File: config.mk
export PLATFORM = sky130hd
export DESIGN_NAME = x86_partial_register_file
export DESIGN_NICKNAME = d
export VERILOG_FILES = /design/src/hw/rtl/x86prf_pkg.sv /design/src/hw/rtl/x86prf_front.sv /design/src/hw/rtl/x86prf_queue.sv /design/src/hw/rtl/x86prf_back.sv /design/src/hw/rtl/x86_partial_register_file.sv
export SDC_FILE = /design/constraint.sdc
export NUM_CORES = 1
export LEC_CHECK = 0
export BUFFER_PORTS_ARGS = -buffer_cell sky130_fd_sc_hd__buf_2
export CORE_MARGIN = 2
export CORE_UTILIZATION = 45
export CTS_CLUSTER_SIZE = 14
export DETAILED_ROUTE_END_ITERATION = 16
export HOLD_SLACK_MARGIN = 0.08
export SETUP_SLACK_MARGIN = 0.2
export SLEW_MARGIN = 20
export SYNTH_ARGS = -nofsm -noshare
export SYNTH_HDL_FRONTEND = slang
export SYNTH_HIERARCHICAL = 1
export SYNTH_SLANG_ARGS = --single-unit
File: constraint.sdc
create_clock -name clk -period 9.5 [get_ports clk]
set_input_delay 1.9 -clock clk [delete_from_list [all_inputs] [get_ports clk]]
set_output_delay 1.9 -clock clk [all_outputs]
set_load 0.05 [all_outputs]
File: src/hw/rtl/x86prf_pkg.sv
`default_nettype none
package x86prf_pkg;

  localparam int NUM_REGS  = 17;
  localparam int IDX_IN_W  = 5;
  localparam int REG_IDX_W = (NUM_REGS > 1) ? $clog2(NUM_REGS) : 1;
  localparam int DATA_W    = 64;
  localparam int QDEPTH    = 2;
  localparam int QPTR_W    = 1;
  localparam int QCNT_W    = 2;

  localparam logic [1:0] REQ_READ    = 2'd0;
  localparam logic [1:0] REQ_WRITE   = 2'd1;
  localparam logic [1:0] REQ_UNKNOWN = 2'd2;

  localparam logic [2:0] SZ_LOW8  = 3'd0;
  localparam logic [2:0] SZ_HIGH8 = 3'd1;
  localparam logic [2:0] SZ_WORD  = 3'd2;
  localparam logic [2:0] SZ_DWORD = 3'd3;

  localparam logic [1:0] OP_READ  = 2'd0;
  localparam logic [1:0] OP_WRITE = 2'd1;
  localparam logic [1:0] OP_CLEAR = 2'd2;

  typedef struct packed {
    logic [1:0]          req_type;
    logic [IDX_IN_W-1:0] reg_index;
    logic [2:0]          size_code;
    logic [DATA_W-1:0]   write_value;
  } req_t;

  typedef struct packed {
    logic              read_ok;
    logic [DATA_W-1:0] read_value;
  } res_t;

  typedef struct packed {
    logic [1:0]           op;
    logic                 hit;
    logic [REG_IDX_W-1:0] idx;
    logic [2:0]           size;
    logic [DATA_W-1:0]    mask;
    logic [DATA_W-1:0]    data;
  } cmd_t;

  function automatic logic [DATA_W-1:0] slice_mask(input logic [2:0] size);
    logic [DATA_W-1:0] m;
    case (size)
      SZ_LOW8:  m = 64'h0000_0000_0000_00FF;
      SZ_WORD:  m = 64'h0000_0000_0000_FFFF;
      SZ_DWORD: m = 64'h0000_0000_FFFF_FFFF;
      default:  m = '1;
    endcase
    return m;
  endfunction

endpackage
`default_nettype wire

File: src/hw/rtl/x86prf_front.sv
`default_nettype none
module x86prf_front (
  input  wire logic              start,
  input  wire logic              busy,
  input  wire x86prf_pkg::req_t  req,
  output logic                   push,
  output x86prf_pkg::cmd_t       cmd
);
  import x86prf_pkg::*;

  logic mapped;
  logic [DATA_W-1:0] m;
  logic [DATA_W-1:0] d;

  assign mapped = (req.reg_index < IDX_IN_W'(NUM_REGS));

  always_comb begin
    case (req.size_code)
      SZ_LOW8: begin
        m = 64'h0000_0000_0000_00FF;
        d = req.write_value;
      end
      SZ_HIGH8: begin
        m = 64'h0000_0000_0000_FF00;
        d = {48'd0, req.write_value[7:0], 8'd0};
      end
      SZ_WORD: begin
        m = 64'h0000_0000_0000_FFFF;
        d = req.write_value;
      end
      SZ_DWORD: begin
        m = '1;
        d = {32'd0, req.write_value[31:0]};
      end
      default: begin
        m = '1;
        d = req.write_value;
      end
    endcase
  end

  // unmapped writes/marks and unused types are dropped here
  always_comb begin
    case (req.req_type)
      REQ_READ:    push = start && !busy;
      REQ_WRITE:   push = start && !busy && mapped;
      REQ_UNKNOWN: push = start && !busy && mapped;
      default:     push = 1'b0;
    endcase
  end

  assign cmd.op   = req.req_type;
  assign cmd.hit  = mapped;
  assign cmd.idx  = req.reg_index[REG_IDX_W-1:0];
  assign cmd.size = req.size_code;
  assign cmd.mask = m;
  assign cmd.data = d;

endmodule
`default_nettype wire

File: src/hw/rtl/x86prf_queue.sv
`default_nettype none
module x86prf_queue (
  input  wire logic             clk,
  input  wire logic             rst,
  input  wire logic             push,
  input  wire x86prf_pkg::cmd_t push_cmd,
  input  wire logic             pop,
  output logic                  full,
  output logic                  not_empty,
  output x86prf_pkg::cmd_t      head
);
  import x86prf_pkg::*;

  cmd_t              slots [QDEPTH];
  logic [QPTR_W-1:0] rd_ptr;
  logic [QPTR_W-1:0] wr_ptr;
  logic [QCNT_W-1:0] count;
  logic              do_pop;

  assign full      = (count == QCNT_W'(QDEPTH));
  assign not_empty = (count != '0);
  assign head      = slots[rd_ptr];
  assign do_pop    = pop && not_empty;

  always_ff @(posedge clk) begin
    if (rst) begin
      rd_ptr <= '0;
      wr_ptr <= '0;
      count  <= '0;
    end else begin
      if (push) wr_ptr <= wr_ptr + 1'b1;
      if (do_pop) rd_ptr <= rd_ptr + 1'b1;
      if (push && !do_pop) count <= count + 1'b1;
      else if (!push && do_pop) count <= count - 1'b1;
    end
  end

  always_ff @(posedge clk) begin
    if (push) slots[wr_ptr] <= push_cmd;
  end

endmodule
`default_nettype wire

File: src/hw/rtl/x86prf_back.sv
`default_nettype none
module x86prf_back (
  input  wire logic             clk,
  input  wire logic             rst,
  input  wire logic             valid,
  input  wire x86prf_pkg::cmd_t cmd,
  output logic                  done,
  output x86prf_pkg::res_t      result
);
  import x86prf_pkg::*;

  logic [DATA_W-1:0]   vals [NUM_REGS];
  logic [NUM_REGS-1:0] known;
  logic                cur_known;
  logic [DATA_W-1:0]   cur_val;
  logic [DATA_W-1:0]   old_val;
  logic [DATA_W-1:0]   merged;
  logic [DATA_W-1:0]   rd_slice;

  assign cur_known = cmd.hit && known[cmd.idx];
  assign cur_val   = vals[cmd.idx];
  assign old_val   = cur_known ? cur_val : '0;
  assign merged    = (old_val & ~cmd.mask) | (cmd.data & cmd.mask);
  assign rd_slice  = (cmd.size == SZ_HIGH8) ? {56'd0, cur_val[15:8]}
                                            : (cur_val & slice_mask(cmd.size));

  always_ff @(posedge clk) begin
    if (rst) begin
      known <= '0;
      done  <= 1'b0;
    end else begin
      done <= valid && (cmd.op == OP_READ);
      if (valid && cmd.hit) begin
        case (cmd.op)
          OP_WRITE: known[cmd.idx] <= 1'b1;
          OP_CLEAR: known[cmd.idx] <= 1'b0;
          default:  ;
        endcase
      end
    end
  end

  always_ff @(posedge clk) begin
    if (valid && cmd.hit && (cmd.op == OP_WRITE)) vals[cmd.idx] <= merged;
  end

  always_ff @(posedge clk) begin
    if (valid && (cmd.op == OP_READ)) begin
      result.read_ok    <= cur_known;
      result.read_value <= cur_known ? rd_slice : '0;
    end
  end

endmodule
`default_nettype wire

File: src/hw/rtl/x86_partial_register_file.sv
// channel  | handshake              | payload
// request  | start & !busy          | req    (req_type, reg_index, size_code, write_value)
// result   | done, one cycle strobe | result (read_ok, read_value)
//
// A beat enters a 2-entry queue the cycle it is taken; the back end retires
// one queued beat per cycle; a read result passes the queue slot, then the result register.
// Sustained rate is one beat per cycle, set by the single register file port.
// busy rises only while the queue is full. Reset clears known bits and queue;
// values are undefined until written. The result side cannot stall.
`default_nettype none
module x86_partial_register_file (
  input  wire logic             clk,
  input  wire logic             rst,
  input  wire logic             start,
  output logic                  busy,
  input  wire x86prf_pkg::req_t req,
  output logic                  done,
  output x86prf_pkg::res_t      result
);
  import x86prf_pkg::*;

  logic push;
  cmd_t push_cmd;
  logic q_valid;
  cmd_t q_head;

  x86prf_front u_front (
    .start (start),
    .busy  (busy),
    .req   (req),
    .push  (push),
    .cmd   (push_cmd)
  );

  x86prf_queue u_queue (
    .clk       (clk),
    .rst       (rst),
    .push      (push),
    .push_cmd  (push_cmd),
    .pop       (q_valid),
    .full      (busy),
    .not_empty (q_valid),
    .head      (q_head)
  );

  x86prf_back u_back (
    .clk    (clk),
    .rst    (rst),
    .valid  (q_valid),
    .cmd    (q_head),
    .done   (done),
    .result (result)
  );

endmodule
`default_nettype wire
==> reports/metrics.csv, run 1 <==
stage;metric;value;unit
timing;Slew @ Worst Pin;1.11;ns
routing;DRT Pass-1 Iters;7;
global_routing;GR Util met3;3.08;%
routing;# DRC;0;
cts;CTS tree;yes;
global_routing;M2 GR Usage;34.6;%
pwr;Sw Ratio;26.6;%
routing;Routed WL;140;mm
floorplanning;Initial Util;45.4;%
pwr;internal power;11.7;mW
yosys;Ys Warns;6;
cts;clk_lat worst skew;0.76;ns
cts;CTS Buf Count;147;
timing;Max-slew headroom;25.7;%
yosys;ys flop type;edfxtp_1;
pwr;Reg power frac;47.5;%
timing;final clock skew;0.0205;ns
cts;post-CTS setup buffers;0;
routing;DR WL/cell;27.6;µm
cts;# resized after CTS;0;
floorplanning;core area;0.126;mm²
global_routing;global-route wire length before repair;203;mm
place;Post-DP HPWL;71.3;mm
cts;CTS Sinks;1454;
worst_setup_path;FF-to-FF setup slack;3.82;ns
place;gpl congestion;0.750;
yosys;synthesized cell area;0.0570;mm²
pwr;combinational share of power;17.8;%
worst_setup_path;Worst EP required;9.98;ns
floorplanning;Die ar.;0.130;mm²
place;PortBufs;143;
outcome;outcome;completed;
flow_run;max cap viols;0;
yosys;syn_area_per_cell;18.1;µm²
pwr;power per cell area;249;mW/mm²
final_layout;share of layout cells above drive strength 1;21.5;%
cts;Reg clk slew, reported paths;0.06;ns
global_routing;largest net degree at the start of global routing;140;
worst_hold_path;Worst Hold Depth;2;
worst_setup_path;reg2reg end;u_back/vals[1][13]$_DFFE_PP_;
global_routing;GR peak layer;met2;
cts;hold buffers post-CTS;0;
timing;final setup violation count;0;
pwr;clock power share;34.7;%
timing;RSZ-0062 raised after global routing;no;
floorplanning;# IOs;144;
timing;Max Freq;0.176;GHz
final_layout;fin nets;3400;
yosys;Post-Synthesis Cells;3150;
yosys;number of library cell types mapped by synthesis;49;
cts;CTS max path bufs;3;
global_routing;total global routing overflow;0;
final_layout;Finished Layout Cells;5080;
floorplanning;Cell Rows;130;
worst_hold_path;Hold Path Class;reg2reg;
cts;H-tree depth;4;
timing;Hold Vio Cnt, Final;0;
timing;Period Utilization, post-route;59.7;%
worst_setup_path;worst-case reg-to-reg path depth;9;
pwr;Max rail drop VDD;281;µV
routing;post-route ant nets;0;
worst_setup_path;critical path launch point type;flop;
global_routing;initial antenna violation count;5;
global_routing;met1 Usage GRT;29.8;%
floorplanning;Chip Width;360;µm
worst_setup_path;CP Max Fanout;90;
worst_setup_path;crit path capture type;flop;
place;dpl cell area;0.0596;mm²
global_routing;GRT Util Overall;21.3;%
pwr;leakage power;21.8;nW
yosys;Seq cells post-synth;1454;
floorplanning;die height;360;µm
pwr;switching power;4.26;mW
final_layout;final instance area;0.0642;mm²
timing;final setup TNS;0;ns
routing;Via Count;29645;
yosys;Post-synth EDFFs;1431;
place;cell count after placement;4818;
timing;final slew viol count;0;
final_layout;P&R area growth vs syn;12.6;%
global_routing;number of global-route vias before repair;30602;
yosys;Syn Nets;3233;
yosys;FFs w/ async S/R, synth;0;%
timing;post-route minimum period;5.68;ns
worst_setup_path;CP arrival;6.16;ns
worst_setup_path;WS Path Type;reg2reg;
yosys;Seq/Total Area, Yosys;76.2;%
routing;via/cell ratio;5.84;
timing;WHS;0.510;ns
routing;Iter 0 DRT Violations;2884;
cts;Root Buffer;clkbuf_16;
==> cells in the mapped netlist, types with 2 or more instances <==
| library cell | number | area share (%) |
|---|---|---|
| nor2_1 | 88 | 0.58 |
| nor3_1 | 16 | 0.14 |
| nor2b_1 | 31 | 0.34 |
| nand2b_1 | 3 | 0.033 |
| or2_2 | 3 | 0.033 |
| edfxtp_1 | 1431 | 75 |
| mux4_2 | 3 | 0.12 |
| or3_1 | 2 | 0.022 |
| buf_2 | 75 | 0.66 |
| a22oi_1 | 160 | 2.1 |
| buf_1 | 13 | 0.086 |
| xor2_1 | 3 | 0.046 |
| a221oi_1 | 96 | 1.5 |
| a31oi_1 | 8 | 0.088 |
| dfxtp_1 | 23 | 0.81 |
| inv_1 | 7 | 0.046 |
| o22ai_1 | 48 | 0.53 |
| a32o_1 | 16 | 0.28 |
| buf_6 | 13 | 0.26 |
| a21o_1 | 2 | 0.026 |
| buf_4 | 82 | 1.1 |
| and2_1 | 38 | 0.42 |
| and3_1 | 58 | 0.64 |
| a211oi_1 | 8 | 0.11 |
| nand3_1 | 8 | 0.070 |
| mux2i_1 | 423 | 7.4 |
| a311oi_1 | 12 | 0.18 |
| a21oi_1 | 15 | 0.13 |
| o21ai_0 | 2 | 0.018 |
| nand2_1 | 68 | 0.45 |
| mux2_2 | 243 | 4.8 |
| o31ai_1 | 64 | 0.84 |
| ha_1 | 6 | 0.13 |
| clkbuf_1 | 67 | 0.44 |
==> worst max-delay path by stage <==
stage,start,end,slack [ns],cells past startpoint
CTS,flop,u_back/vals[1][1]$_DFFE_PP_,3.56,9
global route,flop,u_back/vals[10][15]$_DFFE_PP_,3.66,9
finish,flop,u_back/vals[1][13]$_DFFE_PP_,3.82,9
floorplan,req[70],u_queue/slots[0][0]$_DFFE_PP_,2.62,4
detailed placement,flop,u_back/vals[5][55]$_DFFE_PP_,3.57,9
global placement,flop,u_back/vals[0][7]$_DFFE_PP_,3.74,9
==> layout make-up <==
cell class | count | area (µm²)
fill | 10073 | 61500
sequential | 1454 | 43400
multi-input combinational | 1439 | 12400
clock buffer | 188 | 3980
tap | 1650 | 2060
timing repair buffer | 268 | 1710
clock inverter | 71 | 608
inverter | 7 | 26.3
antenna | 3 | 7.51
==> worst max-delay path, stage by stage (launching register included) <==
cell and delay [ns]:
dfxtp_4 0.69, mux2_8 0.85, buf_6 0.72, mux4_2 0.61, a22o_1 0.25, a221o_1 0.35
nand2_4 0.46, buf_4 0.91, o31ai_1 0.18, buf_4 0.24
==> registers in the layout, indices dropped and copies added (netlist names), named ones only <==
| signal | count |
|---|---|
| u_back/done | 1 |
| u_back/result | 65 |
| u_back/vals | 1088 |
| u_queue/count | 2 |
| u_queue/rd_ptr | 1 |
| u_queue/slots | 278 |
| u_queue/wr_ptr | 1 |
==> stage by stage <==
step	power, mW	setup WS, ns	utilization (%)
after floorplan	9.68	2.62	-
after global placement	10.5	3.74	47.4
after detailed placement	10.6	3.57	47.4
after CTS	16.1	3.56	51.0
after global routing	16.5	3.66	51.0
final	16.0	3.82	51.0
==> logic make-up (layout without fill, tap and decap cells) <==
logic type	count (synthesis)	after routing	share of synthesized area, %
xor gates and xnor gates	4	4	0.0614
AOI/OAI and AO/OA	435	435	5.86
and+or+nand+nor	325	325	2.87
muxes	669	669	12.3
buffers and inverters	257	534	2.57
DFF	1454	1454	76.2
adders and majority gates	6	6	0.132
other	0	3	0
==> per-layer routing <==
layer	vias to the layer above	part of all wire, %
li1	12944	-
met3	237	6.2
met5	-	0
met1	15375	44
met4	0	2.4
met2	1089	48
==> cells in the final DEF (no fill, tap or decap), drive strengths merged, types with 4 or more instances in the layout <==
| cell | n |
|---|---|
| dfxtp | 23 |
| and2 | 38 |
| or2 | 4 |
| inv | 10 |
| clkinv | 55 |
| a22oi | 160 |
| mux2i | 423 |
| mux2 | 243 |
| o31ai | 64 |
| a31oi | 8 |
| nand2b | 4 |
| a211oi | 8 |
| a221oi | 96 |
| nand3 | 8 |
| a21oi | 15 |
| bufinv | 11 |
| clkbuf | 188 |
| nor3 | 16 |
| nor2 | 90 |
| a311oi | 12 |
| nor2b | 31 |
| o22ai | 48 |
| and3 | 58 |
| ha | 6 |
| a32o | 16 |
| nand2 | 69 |
| edfxtp | 1431 |
| buf | 268 |
==> power by group through the flow <==
stage                     Combinational, mW  Sequential, mW  Clock, mW
after detailed placement               2.85            7.73          0
after floorplan                        1.82            7.85          0
final                                  2.85            7.60       5.55
after CTS                              2.86            7.60       5.64
after global routing                   3.04            7.61       5.89
after global placement                 2.77            7.73          0
No activity file was read; power rests on OpenSTA's default activity.
==> inputs of run 2 (changes only) <==
--- a/config.mk
+++ b/config.mk
@@ -5,6 +5,7 @@
 export SDC_FILE = /design/constraint.sdc
 export NUM_CORES = 1
 export LEC_CHECK = 0
+export ABC_AREA = 1
 export BUFFER_PORTS_ARGS = -buffer_cell sky130_fd_sc_hd__buf_2
 export CORE_MARGIN = 2
 export CORE_UTILIZATION = 45
==> constraint.sdc (replaced) <==
create_clock -name clk -period 5.05 [get_ports clk]
set_input_delay 1.01 -clock clk [delete_from_list [all_inputs] [get_ports clk]]
set_output_delay 1.01 -clock clk [all_outputs]
set_load 0.05 [all_outputs]
==> run 2 against run 1 <==
Net effect:
- die area is 5.0% higher
- power is 84% higher
- largest power group unchanged
- critical endpoint is now u_back/vals[5][15]$_DFFE_PP_
- non-clock buffer count is 39 lower
- count of clock-buffer cells in the layout is 4 higher
- register-to-register slack worse by 2.7 ns
- critical path type unchanged
- global-route usage is 1.1 points higher
- clock skew is 0.0023 ns lower
==> reports/metrics.csv, run 2 <==
stage;metric;value;unit;change
outcome;outcome;completed;;unchanged
timing;Max-slew headroom;26.7;%;was 25.7%
yosys;Simple-Gate Fraction of Synth Area;20.6;%;was 2.87%
worst_setup_path;FF-to-FF setup slack;1.13;ns;was 3.82 ns
floorplanning;die height;369;µm;was 360 µm
cts;Root Buffer;clkbuf_16;;unchanged
floorplanning;core area;0.132;mm²;was 0.126 mm²
yosys;Syn Nets;5348;;was 3233
routing;post-route ant nets;0;;unchanged
yosys;Post-synth EDFFs;1431;;unchanged
cts;hold buffers post-CTS;0;;unchanged
timing;final slew viol count;0;;unchanged
pwr;switching power;8.13;mW;was 4.26 mW
pwr;combinational share of power;16.0;%;was 17.8%
cts;# resized after CTS;0;;unchanged
pwr;clock power share;36.4;%;was 34.7%
cts;CTS Sinks;1454;;unchanged
routing;Iter 0 DRT Violations;3842;;was 2884
worst_hold_path;Worst Hold Depth;1;;was 2
worst_hold_path;beginning of the worst hold path;req[72];;
global_routing;number of global-route vias before repair;35564;;was 30.6k
timing;Hold Vio Cnt, Final;0;;unchanged
floorplanning;Die ar.;0.136;mm²;was 0.130 mm²
cts;CTS max path bufs;3;;unchanged
yosys;Adder-Cell Fraction of Synth Area;0.125;%;was 0.132%
pwr;Sw Ratio;27.6;%;was 26.6%
final_layout;most common cell after layout, fill and taps aside;nand2_1;;was edfxtp_1
yosys;number of library cell types mapped by synthesis;27;;was 49
worst_setup_path;critical path launch point type;flop;;unchanged
final_layout;share of layout cells above drive strength 1;11.6;%;was 21.5%
routing;Routed WL;153;mm;was 140 mm
pwr;leakage power;26.2;nW;was 21.8 nW
timing;RSZ-0062 raised after global routing;no;;unchanged
pwr;Design Power;29.4;mW;was 16.0 mW
cts;CTS tree;yes;;unchanged
worst_hold_path;Hold Path Class;in2reg;;was reg2reg
timing;final clock skew;0.0183;ns;was 0.0205 ns
place;Post-DP HPWL;75.4;mm;was 71.3 mm
worst_setup_path;reg2reg end;u_back/vals[5][15]$_DFFE_PP_;;was u_back/vals[1][13]$_DFFE_PP_
global_routing;GRT Util Overall;22.4;%;was 21.3%
yosys;Ys Warns;6;;unchanged
routing;Via Count;37249;;was 29.6k
worst_setup_path;WS Path Type;reg2reg;;unchanged
timing;Max Freq;0.255;GHz;was 0.176 GHz
yosys;synthesized cell area;0.0599;mm²;was 0.0570 mm²
yosys;ys flop type;edfxtp_1;;unchanged
timing;final setup TNS;0;ns;unchanged
final_layout;fill count;11478;;was 10.1k
final_layout;Largest register FFs;1088;;unchanged
pwr;Reg power frac;47.7;%;was 47.5%
worst_setup_path;crit path capture type;flop;;unchanged
final_layout;Largest regs;u_back/vals: 1088 flops, u_queue/slots: 278 flops, u_back/result: 65 flops;;unchanged
final_layout;most frequent cells in the layout;nand2_1, edfxtp_1, nor2_1, clkbuf_16, buf_2;;was edfxtp_1, mux2i_1, mux2_2, a22oi_1, clkbuf_16
pwr;internal power;21.3;mW;was 11.7 mW
timing;final setup violation count;0;;unchanged
yosys;area leader, netlist;edfxtp_1;;unchanged
worst_hold_path;end of the worst hold path;u_queue/slots[0][137]$_DFFE_PP_;;
pwr;power per cell area;439;mW/mm²;was 249 mW/mm²
yosys;post-synthesis mux area share;2.61;%;was 12.3%
yosys;count leader, synth;nand2_1;;was edfxtp_1
yosys;syn_area_per_cell;11.4;µm²;was 18.1 µm²
floorplanning;Chip Width;369;µm;was 360 µm
yosys;Seq cells post-synth;1454;;unchanged
place;dpl cell area;0.0622;mm²;was 0.0596 mm²
worst_setup_path;Worst EP required;5.39;ns;was 9.98 ns
yosys;FFs w/ async S/R, synth;0;%;unchanged
final_layout;P&R area growth vs syn;11.8;%;was 12.6%
yosys;Seq/Total Area, Yosys;72.5;%;was 76.2%
routing;DR WL/cell;21.2;µm;was 27.6 µm
worst_setup_path;CP arrival;4.26;ns;was 6.16 ns
routing;# DRC;0;;unchanged
yosys;Post-Synthesis Cells;5265;;was 3150
final_layout;register with the most flip-flops;u_back/vals;;unchanged
yosys;Area contributors post-synth;edfxtp_1, nand2_1, mux2_2, nor2_1, buf_4;;was edfxtp_1, mux2i_1, mux2_2, a22oi_1, a221oi_1
final_layout;final instance area;0.0670;mm²;was 0.0642 mm²
global_routing;initial antenna violation count;2;;was 5
floorplanning;Cell Rows;133;;was 130
global_routing;largest net degree at the start of global routing;145;;was 140
flow_run;max cap viols;0;;unchanged
cts;H-tree depth;4;;unchanged
pwr;Max rail drop VDD;341;µV;was 281 µV
global_routing;global-route wire length before repair;225;mm;was 203 mm
cts;post-CTS setup buffers;0;;unchanged
yosys;most instantiated cells after synthesis;nand2_1, edfxtp_1, nor2_1, mux2_2, nand3_1;;was edfxtp_1, mux2i_1, mux2_2, a22oi_1, a221oi_1
place;gpl congestion;0.772;;was 0.750
yosys;Synth Area in XOR/XNOR;0;%;was 0.0614%
routing;via/cell ratio;5.17;;was 5.84
cts;CTS Buf Count;150;;was 147
routing;DRT Pass-1 Iters;6;;was 7
final_layout;fin nets;5417;;was 3400
floorplanning;Initial Util;45.4;%;about the same
timing;post-route minimum period;3.92;ns;was 5.68 ns
timing;Period Utilization, post-route;77.6;%;was 59.7%
global_routing;total global routing overflow;0;;unchanged
yosys;top-area cell type share of the netlist area;71.7;%;was 75.4%
yosys;largest family of logic cells by synthesized area;simple AND/OR/NAND/NOR gates;;was multiplexers
cts;Reg clk slew, reported paths;0.06;ns;about the same
floorplanning;# IOs;144;;unchanged
yosys;compound-cell area share of the yosys netlist;0.531;%;was 5.86%
worst_setup_path;CP Max Fanout;60;;was 90
timing;Slew @ Worst Pin;1.10;ns;was 1.11 ns
worst_setup_path;worst-case reg-to-reg path depth;12;;was 9
cts;clk_lat worst skew;0.78;ns;was 0.76 ns
place;PortBufs;143;;unchanged
## run 2: cell count changes in the layout (fill, tap and decap cells not counted), sizes merged, moves of 58 or more
cell,change
mux2,-104
and3,-58
mux2i,-423
inv,+86
o31ai,-61
nor2,+197
nand2,+2688
nand3,+121
a22oi,-160
a221oi,-96
## run 2: layer usage
| metal | vias up | global-route usage [%] | share of wire (%) |
|---|---|---|---|
| met2 | 1362 | 35.6 | 46 |
| met4 | 0 | 6.51 | 2.2 |
| li1 | 17569 | - | - |
| met5 | - | 0 | 0 |
| met1 | 18092 | 31.7 | 44 |
| met3 | 226 | 3.89 | 7.6 |
## run 2: stage by stage
| stage | setup slack (ns) | utilization (%) | hold WS [ns] | std cells |
|---|---|---|---|---|
| 5_1_grt | 0.914 | 50.8 | 0.439 | 7208 |
| 3_3_place_gp | 1.27 | 47.2 | 0.454 | 6937 |
| 6_report | 1.13 | 50.8 | 0.463 | 7209 |
| 4_1_cts | 1.19 | 50.8 | 0.415 | 7208 |
| 2_1_floorplan | -1.59 | - | 0.444 | 5265 |
| 3_5_place_dp | 1.19 | 47.2 | 0.462 | 6937 |
## run 2: area by class of cell
| class | instances | area, µm² | area share (%) |
|---|---|---|---|
| flip-flops and latches | 1454 | 43400 | 64.9 |
| multi-input cells | 3409 | 14600 | 21.7 |
| clock buffers | 192 | 4090 | 6.11 |
| well taps | 1755 | 2200 | 3.28 |
| repair buffers | 229 | 1670 | 2.49 |
| clock inverters | 79 | 649 | 0.970 |
| inverters | 90 | 362 | 0.540 |
| diodes | 1 | 2.50 | 0.00374 |
## run 2: power groups by stage
stage	combinational [mW]	clock (mW)	sequential (mW)
after CTS	4.71	10.9	14.0
after global routing	5.18	11.4	14.0
after detailed placement	4.68	0	14.3
after floorplan	3.05	0	14.5
final	4.70	10.7	14.0
after global placement	4.65	0	14.3
## run 2: worst max path at each step
stage / from / to / slack [ns]
CTS: flop / u_back/vals[1][49]$_DFFE_PP_ / 1.19
floorplan: flop / u_back/vals[9][0]$_DFFE_PP_ / -1.59
detailed placement: flop / u_back/vals[1][47]$_DFFE_PP_ / 1.19
global route: flop / u_back/vals[4][3]$_DFFE_PP_ / 0.91
global placement: flop / u_back/vals[1][46]$_DFFE_PP_ / 1.27
finish: flop / u_back/vals[5][15]$_DFFE_PP_ / 1.13
## run 2: critical path, cell delays in order (launching register included)
cell,delay (ns)
dfxtp_4,0.37
mux2_8,0.54
nand2_2,0.38
clkinv_2,0.40
buf_12,0.38
nand2_1,0.11
nand3_1,0.07
nand2_1,0.06
nand2_1,0.08
nor2_1,0.46
nor2_1,0.08
nand2_1,0.08
nand2_1,0.39
## run 2: logic make-up (layout without fill, tap and decap cells)
logic type                 after synthesis  after routing
adders and majority gates                6              6
other                                    0              1
buffers and inverters                  402            590
and+or+nand+nor                       3215           3215
DFF                                   1454           1454
muxes                                  139            139
AOI/OAI and AO/OA                       49             49
